--- src/design/categorical_naive_bayes_classifier_unit_defines.svh ---
// Assertion macros shared by the classifier RTL.
`ifndef CATEGORICAL_NAIVE_BAYES_CLASSIFIER_UNIT_DEFINES_SVH
`define CATEGORICAL_NAIVE_BAYES_CLASSIFIER_UNIT_DEFINES_SVH

// Same-cycle implication, sampled on clk, disabled while rst_n is low.
`define CNBC_ASSERT_IMP(lbl, a, c) \
    lbl: assert property (@(posedge clk) disable iff (!rst_n) (a) |-> (c)) \
        else $error("cnbc: same-cycle check failed");

// Next-cycle implication, sampled on clk, disabled while rst_n is low.
`define CNBC_ASSERT_NXT(lbl, a, c) \
    lbl: assert property (@(posedge clk) disable iff (!rst_n) (a) |=> (c)) \
        else $error("cnbc: next-cycle check failed");

`endif

--- src/design/cnbc_pkg.sv ---
// Shared constants, codes and types of the naive Bayes classifier.
package cnbc_pkg;

    localparam int NUM_CLASSES    = 8;
    localparam int CLASS_W        = 3;
    localparam int NUM_FEATURES   = 8;
    localparam int FIDX_W         = 3;
    localparam int FEAT_W         = 4;
    localparam int SCORE_W        = 17;
    localparam int ONE_FIX        = 65536;
    localparam int FRAC_W         = 16;
    localparam int COUNT_WIDTH_DEF = 16;
    localparam int NUM_VALUES_DEF  = 16;

    localparam logic [1:0] MODE_CLEAR   = 2'd0;
    localparam logic [1:0] MODE_TRAIN   = 2'd1;
    localparam logic [1:0] MODE_PREDICT = 2'd2;
    localparam logic [1:0] MODE_PROBS   = 2'd3;

    typedef enum logic [4:0] {
        S_IDLE,
        S_CLR,
        S_TR_RD,
        S_TR_WR,
        S_TR_FIN,
        S_SC_NEXT,
        S_SC_RD,
        S_SC_CNT,
        S_SC_DIV,
        S_SC_PRI,
        S_SC_DIV2,
        S_SC_DONE,
        S_SC_END,
        S_NM_EMIT,
        S_BEST_EMIT,
        S_PR_NEXT,
        S_PR_DIV,
        S_PR_EMIT,
        S_FIN
    } state_t;

    // Control strobes broadcast along the row of class cells.
    typedef struct packed {
        logic wr;
        logic wr_all;
        logic inc;
        logic clr;
    } cell_ctl_t;

endpackage

--- src/design/cnbc_cell.sv ---
// One class cell: value-count memory, class count and the read chain link.
module cnbc_cell #(
    parameter int IDX         = 0,
    parameter int COUNT_WIDTH = cnbc_pkg::COUNT_WIDTH_DEF,
    parameter int AW          = 7
) (
    input  logic                         clk,
    input  logic                         rst_n,
    input  cnbc_pkg::cell_ctl_t          ctl,
    input  logic [cnbc_pkg::CLASS_W-1:0] sel_cls,
    input  logic [AW-1:0]                addr,
    input  logic [COUNT_WIDTH-1:0]       wr_data,
    input  logic [COUNT_WIDTH-1:0]       rd_in,
    input  logic [COUNT_WIDTH-1:0]       cnt_in,
    output logic [COUNT_WIDTH-1:0]       rd_out,
    output logic [COUNT_WIDTH-1:0]       cnt_out,
    output logic                         present
);
    import cnbc_pkg::*;

    logic [COUNT_WIDTH-1:0] mem [2**AW];
    logic [COUNT_WIDTH-1:0] rd_data_reg;
    logic [COUNT_WIDTH-1:0] cnt_reg;
    logic [COUNT_WIDTH-1:0] cnt_next;
    logic                   hit;

    assign hit = (sel_cls == CLASS_W'(IDX));

    // Value-count memory with a registered read port.
    always_ff @(posedge clk)
    begin
        if (ctl.wr && (ctl.wr_all || hit))
        begin
            mem[addr] <= wr_data;
        end
        rd_data_reg <= mem[addr];
    end

    // Class count: cleared as a whole, bumped with saturation.
    always_comb
    begin
        cnt_next = cnt_reg;
        if (ctl.clr)
        begin
            cnt_next = '0;
        end
        else if (ctl.inc && hit && (cnt_reg != '1))
        begin
            cnt_next = cnt_reg + COUNT_WIDTH'(1);
        end
    end

    always_ff @(posedge clk or negedge rst_n)
    begin
        if (!rst_n)
        begin
            cnt_reg <= '0;
        end
        else
        begin
            cnt_reg <= cnt_next;
        end
    end

    // The selected cell puts its data on the chain; the others pass it on.
    assign rd_out  = hit ? rd_data_reg : rd_in;
    assign cnt_out = hit ? cnt_reg : cnt_in;
    assign present = (cnt_reg != '0);

endmodule

--- config.mk ---
export PLATFORM = sky130hd
export DESIGN_NAME = cnbc_cell
export DESIGN_NICKNAME = d
export VERILOG_FILES = /design/src/design/categorical_naive_bayes_classifier_unit_defines.svh /design/src/design/cnbc_pkg.sv /design/src/design/cnbc_cell.sv
export SDC_FILE = /design/constraint.sdc
export NUM_CORES = 2
export LEC_CHECK = 0
export ABC_AREA = 1
export BUFFER_PORTS_ARGS = -buffer_cell sky130_fd_sc_hd__buf_2
export CORE_MARGIN = 1
export CORE_UTILIZATION = 56
export DETAILED_ROUTE_END_ITERATION = 12
export PLACE_DENSITY = 0.68
export SETUP_SLACK_MARGIN = 0.3
export SLEW_MARGIN = 15
export SYNTH_ARGS = -nofsm -noshare
export SYNTH_HDL_FRONTEND = slang
export SYNTH_SLANG_ARGS = --single-unit
--- constraint.sdc ---
create_clock -name clk -period 4.1 [get_ports clk]
set_input_delay 0.205 -clock clk [delete_from_list [all_inputs] [get_ports clk]]
set_output_delay 0.205 -clock clk [all_outputs]
set_load 0.01 [all_outputs]
* Word level (Yosys, flattened, before mapping)
Memories as Yosys holds them, arrays and structs flattened. A register that Yosys moved wholly into a read port is not among the register bits. Index checks and enable logic that the tools add are counted.
Word-level totals: output and inout port bits 33, flip-flop bits (word level) 16, word-level logic and storage cells 17, memories 1, RAM bits 2048, bits of input ports 64
Memories:
- mem | words 128, bits a word 16, rd ports 1, clocked after Yosys merged registers in 1, wr ports 1, RTL line cnbc_cell.sv:21 | logic [COUNT_WIDTH-1:0] mem [2**AW];
Operators by class: muxes and demuxes 6, reduce and logical (&&, ||, !) cells 7, equality and inequality tests 1, add/sub/neg operators 1
Operator list (number):
- two-way mux 16 bit | 4
- adder 16 x 1 -> 16 bit (second input constant) | 1
- inequality test 16 bit (second input constant) | 1
- nonzero test 16 bit | 1
- logical AND 1 bit | 3
- zero test 3 bit | 1
- two-way mux 1 bit | 2
- nonzero test 2 bit | 1
- logical OR 1 bit | 1

* Longest topological paths before layout
depth in word-level cells 5, mapped depth 17

* Worst setup path after synthesis
Ideal clock, no wire load.
path kind input to register, start point input port addr[1], end point memory mem[104][0] in the netlist's numbering (enable), setup slack 1.692 ns, stages on the path 7, required time 3.712 ns, buffers on the path 4, data arrival time 2.020 ns, path through buf_2 > buf_2 > buf_6 > nor2_2 > nand3_1 > buf_2 > nor2_1
RTL lines:
- start: declaration | RTL line cnbc_cell.sv:11 | input logic [AW-1:0] addr,
- end: declaration | RTL line cnbc_cell.sv:21
No word-level cell before the write port.

* Worst setup path after layout
start point input port addr[6], end point memory mem[9][1] in the netlist's numbering (enable)
No word-level cell before the write port.

==> impl_metrics.ini <==
[run_status]
run_status = finished with violations
failing_checks = negative hold slack

[logic_synthesis]
synth_seq_area_share = 0.705
post_synth_main_area_contributors = edfxtp_1 (70%), nand2_1 (24%), buf_2 (1.7%)
syn_avg_cell_area_um2 = 10.0
syn-cell-area_um2 = 88200
flip_flop_and_latch_count_after_synthesis = 2080
synth_top_cell_area_share = 0.697
synthesis.yosys.warnings = 0
synth_fp_nets = 8886
synth.distinct_cells = 35
syn-instance-count = 8820
yosys_top_cell_by_area = edfxtp_1

[clock_network]
cts.repair.resized = 0
tritoncts = built
post_cts_setup_driven_buffer_insertion_count = 0
tritoncts_num_sinks = 2080
clkTransAtPathRegs_ns = 0.06
tritoncts.num_buffers = 207
clock_insertion_delay_worst_skew_ns = 0.85
cts_htree_levels = 4
clock_tree.buffer_depth = 3
cts_root_buffer = clkbuf_16

[detailed_routing]
routed-via-count = 61500
drt_first_iter_violations = 6997
mean_routed_wirelength_per_cell_um = 21.4
drt_pass1_iterations = 8
totalWireLength_mm = 241
drt.antenna.violating_nets = 0
residual_drc = 0
routed_via_density = 5.49

[final_layout]
largest_register_ff_count = 2048
postLayoutCoreUtil = 0.633
final_nets = 9044
layout-drive-gt1-share = 0.0772
instances_no_fill = 11200
fin_area_um2 = 99000
areaGrowthSynthToFinish_pct = 12.2

[timing]
grt_setup_unrepaired = no
max_slew.worst_pin.slew_ns = 1.19
setup_violations = 0
final.setup.tns_ns = 0
drv_slew = 0
fin_hold_viols = 2
layout_worst_path_cycle_share = 0.634
setup_skew_after_layout_ns = 0.0417
finalHoldWorstSlack_ns = -0.00137
clock.fmax_ghz = 0.385
fin_crit_ns = 2.60
maxSlewHeadroom = 0.205

[worst_setup_path]
worst-path-buf-inv = 5
timing.critical_path.cells = dlygate4sd3_1 > buf_2 > nor2_1 > clkinv_1 > nor2_1 > inv_1 > nor2_1 > buf_4
crit_path_max_fanout = 19
crit_path_start = addr[6]
worst_path_largest_cell_delay_ns = 0.64
cp_data_arrival_time_ns = 3.12
criticalPathCategory = in2reg
critical-path-top-cell-by-count = nor2_1
cp_slowest_cell = clkinv_1
endpoint_kind = flip-flop
critical-path-top-delay-family = buffers and inverters
worstSetupStartpointType = input port
crit-reg2reg-launch = cnt_reg[0]$_DFFE_PN0P_
timing.critical_path.required_ns = 4.62

[global_route]
globalRouteTotalUtil = 0.303
initial_antenna_violation_count = 6
largest_net_degree_at_the_start_of_global_routing = 154
vias_in_the_first_global_route = 58100
globalRouteOverflowTotal = 0
first_pass_grt_wire_length_mm = 359

[job]
cap_violations = 0

[pwr]
powerDensity_nw_per_um2 = 460
p_total_mw = 45.6
leakage_nw = 41.8
peakVddDrop_mv = 0.375

[floorplanning]
floorplan.die_area_um2 = 159000
placement_rows = 145
initial_core_util = 0.564
design.core.area_um2 = 156000
dieWidth_um = 399
io_pins = 97
die_h_um = 399

[placement]
hpwl_mm = 137
port_buffers = 96
gp_congestion = 0.864
post_dp_area_um2 = 91900
dp_cells = 10800

[min_path]
min_path_type = in2reg
worstHoldStart = wr_data[12]
## where the power goes
group	switching, mW	internal, mW
combinational	2.23	0.688
clock	8.03	11.1
sequential	0.0398	23.4
total	10.3	35.3
## cell families (layout without fill, tap and decap cells)
logic type,count (synthesis),in the layout,share of synthesized area
fa+ha+maj,2,2,0.000284
compound gates,48,48,0.00299
flops,2080,2080,0.705
buf+inv,523,857,0.0273
simple gates,6161,6161,0.264
xor+xnor,6,6,0.000596
other cells,0,1,0
## what timing repair did
item,CTS,global route
hold endpoints to repair,462,0
setup endpoints to repair,0,0
hold buffers,18,0
## layout by cell type (no fill, tap or decap), drive strengths merged, types with 2 or more instances in the layout
cell type / count
nand2: 5754
edfxtp: 2048
buf: 372
nor2: 331
clkbuf: 264
inv: 89
clkinv: 89
nand3: 47
o21ai: 28
bufinv: 24
dlygate4sd3: 18
dfrtp: 16
dfxtp: 16
a21oi: 12
or2: 12
nor3: 9
xor2: 6
o31ai: 5
nor4: 4
nand4: 3
ha: 2
## final timing paths
path	endpoint	slack (ns)	cells past startpoint
max in group asynchronous	cnt_reg[6]$_DFFE_PN0P_	3.10	3
hold / removal	mem[28][12]$_DFFE_PP_	-0.001	1
setup / recovery	mem[9][1]$_DFFE_PP_	1.50	8
hold reg to reg	cnt_reg[14]$_DFFE_PN0P_	0.56	2
setup reg to reg	cnt_reg[12]$_DFFE_PN0P_	1.63	10
min in group asynchronous	cnt_reg[5]$_DFFE_PN0P_	0.52	3
## stage by stage
stage | setup WS [ns] | hold WS [ns]
floorplan | 1.69 | -0.0906
global route | 1.39 | 0.00715
global placement | 0.872 | 0.138
CTS | 1.50 | 0.000967
detailed placement | 0.903 | 0.146
finish | 1.50 | -0.00137
## layer usage
metal	global-route usage	share of wire	vias up
li1	-	-	28700
met1	0.442	0.42	29400
met2	0.468	0.46	2978
met3	0.0527	0.096	388
met4	0.0943	0.028	4
met5	0	0.00011	-
## worst reg2reg max path, cell delays in order, from the launching register on
cell           delay (ns)
dfrtp_1              0.42
ha_1                 0.24
nand3_1              0.13
nor2_1               0.11
nand2_1              0.09
nor2_2               0.05
a21oi_2              0.40
nand2_1              0.13
xor2_1               0.17
nor2_1               0.06
dlygate4sd3_1        0.55
## area by class of cell
type	count	area, µm²
timing repair buffer	390	3310
inverter	82	339
tap	2058	2570
antenna	1	2.50
clock inverter	121	1270
multi-input combinational	6217	23700
sequential	2080	62200
fill	12300	57400
clock buffer	264	5600
## cells in the mapped netlist (all sizes together)
master,count
inv,80
ha,2
xor2,6
o211ai,1
nand3,47
buf,348
a21oi,12
clkbuf,93
a211oi,1
dfrtp,16
o21ai,28
edfxtp,2048
nand4,3
o21a,1
nor2,331
clkinv,2
dfxtp,16
nand3b,1
nor3,9
or2,12
nor4,4
nand2,5754
o31ai,5
Note: power is estimated with default switching activity, not from simulation.
