<file path="src/design/categorical_naive_bayes_classifier_unit_defines.svh">
// Assertion macros shared by the classifier RTL.
`ifndef CATEGORICAL_NAIVE_BAYES_CLASSIFIER_UNIT_DEFINES_SVH
`define CATEGORICAL_NAIVE_BAYES_CLASSIFIER_UNIT_DEFINES_SVH

// Same-cycle implication, sampled on clk, disabled while rst_n is low.
`define CNBC_ASSERT_IMP(lbl, a, c) \
    lbl: assert property (@(posedge clk) disable iff (!rst_n) (a) |-> (c)) \
        else $error("cnbc: same-cycle check failed");

// Next-cycle implication, sampled on clk, disabled while rst_n is low.
`define CNBC_ASSERT_NXT(lbl, a, c) \
    lbl: assert property (@(posedge clk) disable iff (!rst_n) (a) |=> (c)) \
        else $error("cnbc: next-cycle check failed");

`endif

</file>
<file path="src/design/cnbc_pkg.sv">
// Shared constants, codes and types of the naive Bayes classifier.
package cnbc_pkg;

    localparam int NUM_CLASSES    = 8;
    localparam int CLASS_W        = 3;
    localparam int NUM_FEATURES   = 8;
    localparam int FIDX_W         = 3;
    localparam int FEAT_W         = 4;
    localparam int SCORE_W        = 17;
    localparam int ONE_FIX        = 65536;
    localparam int FRAC_W         = 16;
    localparam int COUNT_WIDTH_DEF = 16;
    localparam int NUM_VALUES_DEF  = 16;

    localparam logic [1:0] MODE_CLEAR   = 2'd0;
    localparam logic [1:0] MODE_TRAIN   = 2'd1;
    localparam logic [1:0] MODE_PREDICT = 2'd2;
    localparam logic [1:0] MODE_PROBS   = 2'd3;

    typedef enum logic [4:0] {
        S_IDLE,
        S_CLR,
        S_TR_RD,
        S_TR_WR,
        S_TR_FIN,
        S_SC_NEXT,
        S_SC_RD,
        S_SC_CNT,
        S_SC_DIV,
        S_SC_PRI,
        S_SC_DIV2,
        S_SC_DONE,
        S_SC_END,
        S_NM_EMIT,
        S_BEST_EMIT,
        S_PR_NEXT,
        S_PR_DIV,
        S_PR_EMIT,
        S_FIN
    } state_t;

    // Control strobes broadcast along the row of class cells.
    typedef struct packed {
        logic wr;
        logic wr_all;
        logic inc;
        logic clr;
    } cell_ctl_t;

endpackage

</file>
<file path="src/design/cnbc_div.sv">
// Restoring divider that produces one quotient bit per cycle.
module cnbc_div #(
    parameter int DW = 33
) (
    input  logic          clk,
    input  logic          rst_n,
    input  logic          start,
    input  logic [DW-1:0] num,
    input  logic [DW-1:0] den,
    output logic [DW-1:0] quo,
    output logic          done
);
    import cnbc_pkg::*;

    localparam int CW = $clog2(DW + 1);

    logic [DW-1:0] rem_reg;
    logic [DW-1:0] quo_reg;
    logic [DW-1:0] den_reg;
    logic [CW-1:0] cnt_reg;
    logic [CW-1:0] cnt_next;
    logic          busy_reg;
    logic          busy_next;
    logic          done_reg;
    logic          done_next;
    logic [DW:0]   shifted;
    logic [DW:0]   diff;
    logic          ge;

    assign shifted = {rem_reg, quo_reg[DW-1]};
    assign diff    = shifted - {1'b0, den_reg};
    assign ge      = (shifted >= {1'b0, den_reg});

    // Iteration counter and completion pulse.
    always_comb
    begin
        cnt_next  = cnt_reg;
        busy_next = busy_reg;
        done_next = 1'b0;
        if (start)
        begin
            cnt_next  = CW'(DW);
            busy_next = 1'b1;
        end
        else if (busy_reg)
        begin
            cnt_next = cnt_reg - CW'(1);
            if (cnt_reg == CW'(1))
            begin
                busy_next = 1'b0;
                done_next = 1'b1;
            end
        end
    end

    always_ff @(posedge clk or negedge rst_n)
    begin
        if (!rst_n)
        begin
            cnt_reg  <= '0;
            busy_reg <= 1'b0;
            done_reg <= 1'b0;
        end
        else
        begin
            cnt_reg  <= cnt_next;
            busy_reg <= busy_next;
            done_reg <= done_next;
        end
    end

    // Shift-subtract datapath.
    always_ff @(posedge clk)
    begin
        if (start)
        begin
            rem_reg <= '0;
            quo_reg <= num;
            den_reg <= den;
        end
        else if (busy_reg)
        begin
            rem_reg <= ge ? diff[DW-1:0] : shifted[DW-1:0];
            quo_reg <= {quo_reg[DW-2:0], ge};
        end
    end

    assign quo  = quo_reg;
    assign done = done_reg;

endmodule

</file>
<file path="config.mk">
export PLATFORM = sky130hd
export DESIGN_NAME = cnbc_div
export DESIGN_NICKNAME = d
export VERILOG_FILES = /design/src/design/categorical_naive_bayes_classifier_unit_defines.svh /design/src/design/cnbc_pkg.sv /design/src/design/cnbc_div.sv
export SDC_FILE = /design/constraint.sdc
export NUM_CORES = 1
export LEC_CHECK = 0
export ABC_AREA = 1
export BUFFER_PORTS_ARGS = -buffer_cell sky130_fd_sc_hd__buf_2
export CORE_ASPECT_RATIO = 1.25
export CORE_MARGIN = 8
export CORE_UTILIZATION = 25
export CTS_BUF_LIST = sky130_fd_sc_hd__clkbuf_8
export DETAILED_ROUTE_END_ITERATION = 12
export REMOVE_ABC_BUFFERS = 1
export SETUP_SLACK_MARGIN = 0.2
export SYNTH_ARGS = -nofsm -noshare
export SYNTH_HDL_FRONTEND = slang
export SYNTH_SLANG_ARGS = --single-unit
export TNS_END_PERCENT = 1
</file>
<file path="constraint.sdc">
create_clock -name clk -period 4.9 [get_ports clk]
set_clock_uncertainty 0.1 [all_clocks]
set_input_delay 0.98 -clock clk [delete_from_list [all_inputs] [get_ports clk]]
set_output_delay 0.98 -clock clk [all_outputs]
set_load 0.01 [all_outputs]
</file>
# After elaboration in Yosys (flattened, before gate mapping)
# Index checks and enable logic that the tools add are counted.
# totals
register_bits	107
latchBits	0
ram_bits	0
romBits	0
input_bits	69
out_inout_bits	34
word_cells	22
mem_count	0
# classes
addsub	2
n_mul	0
n_div	0
magnitude_cmp	1
n_eq_ne	1
shifts	0
n_mux	11
bitwise	0
n_reduce_logical	1
# ops
cell	count
$mux W33	3
$ge A34 B33 Y1	1
$sub A33 B33 Y33	1
$mux W6	2
$eq A6 B1 Y1 const B	1
$mux W1	6
$sub A6 B1 Y6 const B	1
$reduce_bool A2 Y1	1

# Longest topological paths before layout
# Gate-level depths: netlist of the first run.
# depth
ltp_word	4
mapped_depth	17
ltp_nobuf	16

# Least setup slack after synthesis of the first run
# No wires, ideal clock.
# synth_path
path_type	input to register
from	input start
to	register quo_reg[0] (netlist: quo[0]), enable pin
setup_time_ns	0.410
arrival_time_ns	2.593
required_ns	4.390
path_slack_ns	1.797
stages	4
path_buffers	2
path_cell_list	buf_2 -> nor2_1 -> inv_1 -> clkbuf_1
# synth_between
elab_chain_len	1
# synth_lines
element	line_no	source
start: declaration	cnbc_div.sv:7	input logic start,
$reduce_bool A2 Y1 (no line)	-	
end signal: assignment	cnbc_div.sv:78	quo_reg <= num;
end signal: assignment	cnbc_div.sv:84	quo_reg <= {quo_reg[DW-2:0], ge};
end: declaration	cnbc_div.sv:18	logic [DW-1:0] quo_reg;
# No other way between the ends.
# A chain may end at the register's enable or synchronous reset.

# Worst setup path in the final report of the first run
# layout_path
from	register quo_reg[32] (netlist: quo[32])
to	register rem_reg[18]
# layout_between
elab_chain_len	2
word_cells_on_any_way	3
cone_classes	add/sub (1); order compare (1); mux (1)
# layout_lines
element	line_no	source
$sub A33 B33 Y33 or $ge A34 B33 Y1 (tied branches)	cnbc_div.sv:31, cnbc_div.sv:32	
$mux W33 (*)	cnbc_div.sv:83	rem_reg <= ge ? diff[DW-1:0] : shifted[DW-1:0];
end signal: assignment	cnbc_div.sv:83	
end: declaration	cnbc_div.sv:17	logic [DW-1:0] rem_reg;
# Every way passes the cells marked *; elsewhere a longest branch is shown, timed or not.

==> results.yml, run 1 <==
status:
  status: "complete, no violations"
sta:
  whs_ps: 291
  setup_viol_count_final: 0
  finalSetupTns_ps: 0
  max_freq_mhz: 316
  tightestPinTransition_ps: 1230
  layout_min_cycle_time_ps: 3160
  final_max_slew_viol_count: 0
  relSlewSlack_pct: 17.9
  rsz0062_at_grt: "false"
  fin_ws_ps: 1740
  final-hold-violation-count: 0
  min_period_over_period_pct: 64.5
cts:
  cts.sinks: 107
  cts.clk_slew.worst_paths_ps: 120
  post_cts_resized: 0
  cts_tree: "built"
  ctsHoldBuffers: 0
  cts_root_buf: "clkbuf_8"
  htreeDepth: 3
  numCtsBuffers: 9
  clock_latency_ps: 410
  cts_setup_buffers: 0
  clock_path_buffers: 2
worst_setup_path:
  cpMostUsedCell: "nand2_1"
  cp_data_arrival_time_ps: 3380
  worst_setup_path_end_kind: "register"
  reg2reg_from: "quo[32]$_DFFE_PP_"
  path_cells: "inv_1 -> ha_1 -> inv_1 -> fa_1 -> nand3_1 -> nand3_2 -> nand2_1 -> nand2_1 -> nand2_2 -> nand2_4 -> nand2_1 -> nand3_1 -> o21ai_1"
  r2r_slack_ps: 1740
  cp-start-kind: "register"
  critPathMaxFanout: 35
  r2r-end: "rem_reg[18]$_SDFFE_PP0P_"
  cpPeakStageDelay_ps: 570
  critPathSlowestCell: "nand2_2"
  setup.worst_path.class: "reg2reg"
  rr_worst_depth: 13
  required_ps: 5110
grt:
  grt_max_degree: 54
  antenna_found_initial: 0
  grt_pass1_wl_um: 32900
  track_usage_pct: 12.0
  grt.overflow.total: 0
  grt_pass1_vias: 6562
pwr:
  power.share.combinational_pct: 48.8
  p_int_mw: 1.97
  p_switching_mw: 1.56
  seqPwrFrac_pct: 35.0
  clock_power_share_pct: 16.2
  p_total_mw: 3.54
  ir_drop_mv: 0.162
  swShare_pct: 44.2
  p_leak_nw: 4.27
  pwr_density_cell_mw_per_mm2: 437
cells_and_area:
  postLayoutCellArea_mm2: 0.00810
  final_core_util_pct: 29.3
  area_growth_pct: 15.1
  antenna_cells: 0
  drive_gt1_share_pct: 13.6
  stdcell_count: 1449
  layout.nets: 1199
min_path:
  hp-class: "in2async"
die:
  die_w_um: 166
  ioPinCount: 103
  dieHeight_um: 204
  initial_core_util_pct: 25.4
  fp.dieArea_mm2: 0.0338
  core_area_mm2: 0.0277
  rows: 68
routing:
  avgViaCountPerCell: 4.35
  drc: 0
  first_iter_violations: 330
  ant_nets: 0
  vias: 6299
  wirelength_um: 19700
  wl_per_cell_um: 13.6
  first_pass_iters: 6
placement:
  io_buffer_count: 102
  place_hpwl_um: 15200
  placedCellCount: 1433
  pre_cts_slack_ps: 1760
  gp_congestion: 0.906
  place_area_mm2: 0.00789
logic_synthesis:
  yosys.area_share.xor_xnor_pct: 1.87
  synth_area_per_cell_um2: 7.04
  synthMuxAreaShare_pct: 0
  synth_top_family_by_area: "simple AND/OR/NAND/NOR gates"
  synth_edf_count: 66
  yosysWarnings: 0
  synth_compound_area_share_pct: 4.46
  netlist_instances: 999
  syn_area_mm2: 0.00704
  synthArstFlopShare_pct: 7.48
  yosys.area.top_type_share_pct: 28.2
  ys_seq_elements: 107
  synth_top_area_cell: "edfxtp_1"
  yosys-top-cells-area: "edfxtp_1 (28%), nand2_1 (21%), inv_1 (9.4%)"
  synth-simple-area-share_pct: 35.2
  ys_types: 40
  ys.flop_type: "edfxtp_1"
  synth_fa_ha_area_share_pct: 6.51
  yosysSeqAreaShare_pct: 40.4
flow_run:
  drv_cap: 0
## synthesized netlist by cell type, drive strengths merged (8+ instances only)
| master | instances |
|---|---|
| nand2 | 394 |
| inv | 180 |
| nand3 | 96 |
| edfxtp | 66 |
| nor2 | 53 |
| ha | 35 |
| dfxtp | 33 |
| a21oi | 25 |
| o21ai | 24 |
| xnor2 | 14 |
| buf | 12 |
| nor3 | 11 |
| clkbuf | 10 |
| nand3b | 10 |
| dfrtp | 8 |
| nand4 | 8 |
## cell type report
cell class	count	area, um2
well taps	350	438
repair buffers	106	541
inverters	183	687
flip-flops and latches	107	2840
clock inverters	5	53.8
multi-input cells	687	3380
clock buffers	11	151
fillers	3048	19600
## worst max path at each step
stage | startpoint | endpoint | slack, ps
after detailed placement | quo[32]$_DFFE_PP_ | rem_reg[2]$_SDFFE_PP0P_ | 1760
after floorplan | start | quo[0]$_DFFE_PP_ | 2020
final | quo[32]$_DFFE_PP_ | rem_reg[18]$_SDFFE_PP0P_ | 1740
after CTS | quo[32]$_DFFE_PP_ | rem_reg[14]$_SDFFE_PP0P_ | 1710
after global placement | quo[32]$_DFFE_PP_ | rem_reg[2]$_SDFFE_PP0P_ | 1760
after global routing | quo[32]$_DFFE_PP_ | rem_reg[18]$_SDFFE_PP0P_ | 1380
## power groups by stage
stage | registers, mW | clock network, mW | logic (mW)
6_report | 1.24 | 0.574 | 1.73
4_1_cts | 1.24 | 0.604 | 1.74
3_5_place_dp | 1.25 | 0 | 1.73
3_3_place_gp | 1.25 | 0 | 1.72
5_1_grt | 1.26 | 0.630 | 1.98
2_1_floorplan | 1.25 | 0 | 1.25
## cells in the final DEF (no fill, tap or decap), drive strengths merged, types with 10 or more instances in the layout
| master | n |
|---|---|
| o21ai | 24 |
| inv | 183 |
| edfxtp | 66 |
| nor2 | 53 |
| a21oi | 25 |
| nor3 | 11 |
| xnor2 | 14 |
| nand2 | 394 |
| dfxtp | 33 |
| clkbuf | 11 |
| nand3b | 10 |
| ha | 35 |
| buf | 106 |
| nand3 | 96 |
## critical path, delay by kind of cell, from the launching register on
family	cells	cell delay, ps
flops	1	410
compound gates	1	90
buf+inv	2	170
simple gates	8	1710
fa+ha+maj	2	580
## cell families (layout without fill, tap and decap cells)
family | Yosys count | count (layout)
XOR/XNOR | 15 | 15
flip-flops | 107 | 107
AO/OA/AOI/OAI | 58 | 58
AND/OR/NAND/NOR | 578 | 578
buffers and inverters | 205 | 305
adder cells (fa/ha/maj) | 36 | 36
## per-layer routing
metal / global-route usage (%) / vias up / routed length [um]
met2: 20.9 / 135 / 9510
met4: 4.75 / 0 / 515
met5: 0 / - / 0
met1: 13.9 / 2834 / 8720
met3: 3.11 / 25 / 991
li1: - / 3305 / -
No activity file was read; power rests on OpenSTA's default activity.
==> inputs of run 2 (changes only) <==
--- a/config.mk
+++ b/config.mk
@@ -5,7 +5,7 @@
 export SDC_FILE = /design/constraint.sdc
 export NUM_CORES = 1
 export LEC_CHECK = 0
-export ABC_AREA = 1
+export ABC_AREA = 0
 export BUFFER_PORTS_ARGS = -buffer_cell sky130_fd_sc_hd__buf_2
 export CORE_ASPECT_RATIO = 1.25
 export CORE_MARGIN = 8
==> constraint.sdc (replaced) <==
create_clock -name clk -period 2.83 [get_ports clk]
set_clock_uncertainty 0.1 [all_clocks]
set_input_delay 0.566 -clock clk [delete_from_list [all_inputs] [get_ports clk]]
set_output_delay 0.566 -clock clk [all_outputs]
set_load 0.01 [all_outputs]
==> run 2 against run 1 <==
Net effect: worst setup slack worse by 2400 ps; critical endpoint is now rem_reg[11]$_SDFFE_PP0P_; synthesized cell count decreased by 44%; highest routed layer unchanged; the run now ends with setup timing left; global-route usage decreased by 1.1 points; flip-flop and latch count is the same; maximum frequency fell by 8.2%.
==> results.yml, run 2 <==
routing:
  vias: 4795
  first_pass_iters: 5
  wirelength_um: 15700
  first_iter_violations: 188
  wl_per_cell_um: 15.1
  ant_nets: 0
  avgViaCountPerCell: 4.61
  drc: 0
logic_synthesis:
  ys_types: 54
  yosys-top-cells-area: "edfxtp_1 (33%), dfxtp_1 (11%), ha_1 (7.3%)"
  ys_top_cells_by_count: "edfxtp_1 (66), nor2_1 (50), inv_1 (40)"
  ys_seq_elements: 107
  synth_top_area_cell: "edfxtp_1"
  yosysWarnings: 0
  yosys.area.top_type_share_pct: 33.2
  synth_edf_count: 66
  syn_area_mm2: 0.00597
  ys.flop_type: "edfxtp_1"
  yosysSeqAreaShare_pct: 47.6
  synthArstFlopShare_pct: 7.48
  netlist_instances: 557
  yosysMostFrequentCell: "edfxtp_1"
  synth_area_per_cell_um2: 10.7
flow_run:
  drv_cap: 0
die:
  die_w_um: 154
  initial_core_util_pct: 25.3
  dieHeight_um: 189
  rows: 63
  ioPinCount: 103
  core_area_mm2: 0.0236
  fp.dieArea_mm2: 0.0291
cells_and_area:
  nFillCells: 2387
  layout_common_cells: "buf_2 (101), buf_4 (88), edfxtp_1 (66)"
  antenna_cells: 0
  final_common_cell: "buf_2"
  area_growth_pct: 29.7
  stdcell_count: 1041
  drive_gt1_share_pct: 34.4
  layout.nets: 849
worst_setup_path:
  crit_family: "compound AO/OA/AOI/OAI gates"
  cpPeakStageDelay_ps: 420
  cp_data_arrival_time_ps: 3610
  path_buf_inv: 4
  setup.worst_path.class: "reg2reg"
  worst_setup_path_end_kind: "register"
  path_cells: "inv_2 -> ha_4 -> inv_2 -> fa_2 -> a21o_1 -> a221o_1 -> a221o_1 -> a211oi_2 -> o21a_1 -> o211ai_2 -> a31oi_4 -> buf_12 -> buf_12 -> mux2i_1 -> a211oi_1"
  critPathMaxFanout: 5
  required_ps: 3000
  critPathSlowestCell: "edfxtp_1"
  crit_start: "quo[32]$_DFFE_PP_"
  cp-start-kind: "register"
  reg2reg_from: "quo[32]$_DFFE_PP_"
sta:
  layout_min_cycle_time_ps: 3450
  relSlewSlack_pct: 67.0
  min_period_over_period_pct: 122
  setup_viol_count_final: 34
  max_freq_mhz: 290
  finalSetupTns_ps: -18990
  final-hold-violation-count: 0
  tightestPinTransition_ps: 489
  rsz0062_at_grt: "true"
  final_max_slew_viol_count: 0
  fin_ws_ps: -616
pwr:
  pwr_density_cell_mw_per_mm2: 941
  swShare_pct: 38.6
  clock_power_share_pct: 12.2
  power.share.combinational_pct: 55.0
  p_leak_nw: 3.57
  p_int_mw: 4.48
  ir_drop_mv: 0.290
  p_switching_mw: 2.81
  seqPwrFrac_pct: 32.8
grt:
  antenna_found_initial: 0
  grt_max_degree: 34
  grt.overflow.total: 0
  grt_pass1_wl_um: 25500
  grt_pass1_vias: 5151
  track_usage_pct: 10.9
cts:
  cts.sinks: 107
  numCtsBuffers: 9
  htreeDepth: 3
  cts_root_buf: "clkbuf_8"
  cts.clk_slew.worst_paths_ps: 120
  clock_path_buffers: 2
  clock_latency_ps: 400
  cts_tree: "built"
min_path:
  min_from: "den[32]"
  hp-class: "in2reg"
placement:
  io_buffer_count: 102
  place_hpwl_um: 12000
  gp_congestion: 0.839
  placedCellCount: 1014
  pre_cts_slack_ps: -746
status:
  status: "finished, violations left"
  violations: "setup timing"
-- run 2: cell type report --
| type | instances | area (um2) | share of cell area [%] |
|---|---|---|---|
| Clock buffer | 9 | 124 | 1.60 |
| Sequential cell | 107 | 2840 | 36.7 |
| Timing Repair Buffer | 199 | 1310 | 16.9 |
| Inverter | 40 | 150 | 1.94 |
| Tap cell | 292 | 365 | 4.71 |
| Clock inverter | 7 | 50.0 | 0.646 |
| Multi-Input combinational cell | 387 | 2910 | 37.6 |
-- run 2: cells by family (layout without fill, tap and decap cells) --
logic type | Yosys count | after routing | share of synthesized area, %
AO/OA/AOI/OAI | 134 | 134 | 15.3
XOR/XNOR | 34 | 34 | 4.98
adder cells (fa/ha/maj) | 36 | 36 | 7.66
buffers and inverters | 63 | 255 | 4.36
flip-flops | 107 | 107 | 47.6
multiplexers | 57 | 57 | 10.2
AND/OR/NAND/NOR | 126 | 126 | 9.89
-- run 2: per-layer routing --
metal  vias up  wire, um  GRT usage (%)
met5         -         0              0
met4         0       493           5.25
met3        27       606           2.68
met2        84      7980           19.8
met1      2272      6630           11.6
li1       2412         -              -
-- run 2: timing repair --
item	CTS	global route
gates resized for setup	30	0
hold buffers	1	0
pin swaps	27	6
endpoints found under the setup margin	34	34
buffers inserted	10	0
hold endpoints to repair	8	0
-- run 2: metrics by stage --
stage          cell area, um2  power, mW  hold WS, ps  utilization [%]
3_3_place_gp             7400       6.10          322             31.4
3_5_place_dp             7400       6.14          319             31.4
2_1_floorplan            5860       4.68          170                -
5_1_grt                  7750       7.83          210             32.9
4_1_cts                  7750       7.35          204             32.9
6_report                 7750       7.29          237             32.9
-- run 2: path summary, 6_finish.rpt --
kind                                             to  slack, ps  depth (start not counted)
max                        rem_reg[11]$_SDFFE_PP0P_       -620                         15
min                           den_reg[32]$_DFFE_PP_        240                          1
max reg2reg                rem_reg[11]$_SDFFE_PP0P_       -620                         15
min reg2reg                 rem_reg[5]$_SDFFE_PP0P_        410                          2
max in group asynchronous    cnt_reg[0]$_DFFE_PN0P_       2010                          2
min in group asynchronous    cnt_reg[3]$_DFFE_PN0P_        450                          2
-- run 2: power by group through the flow --
stage	clock network [mW]	registers [mW]	logic (mW)
global route	0.973	2.44	4.41
floorplan	0	2.44	2.24
CTS	0.930	2.40	4.02
detailed placement	0	2.42	3.72
finish	0.890	2.39	4.01
global placement	0	2.42	3.69
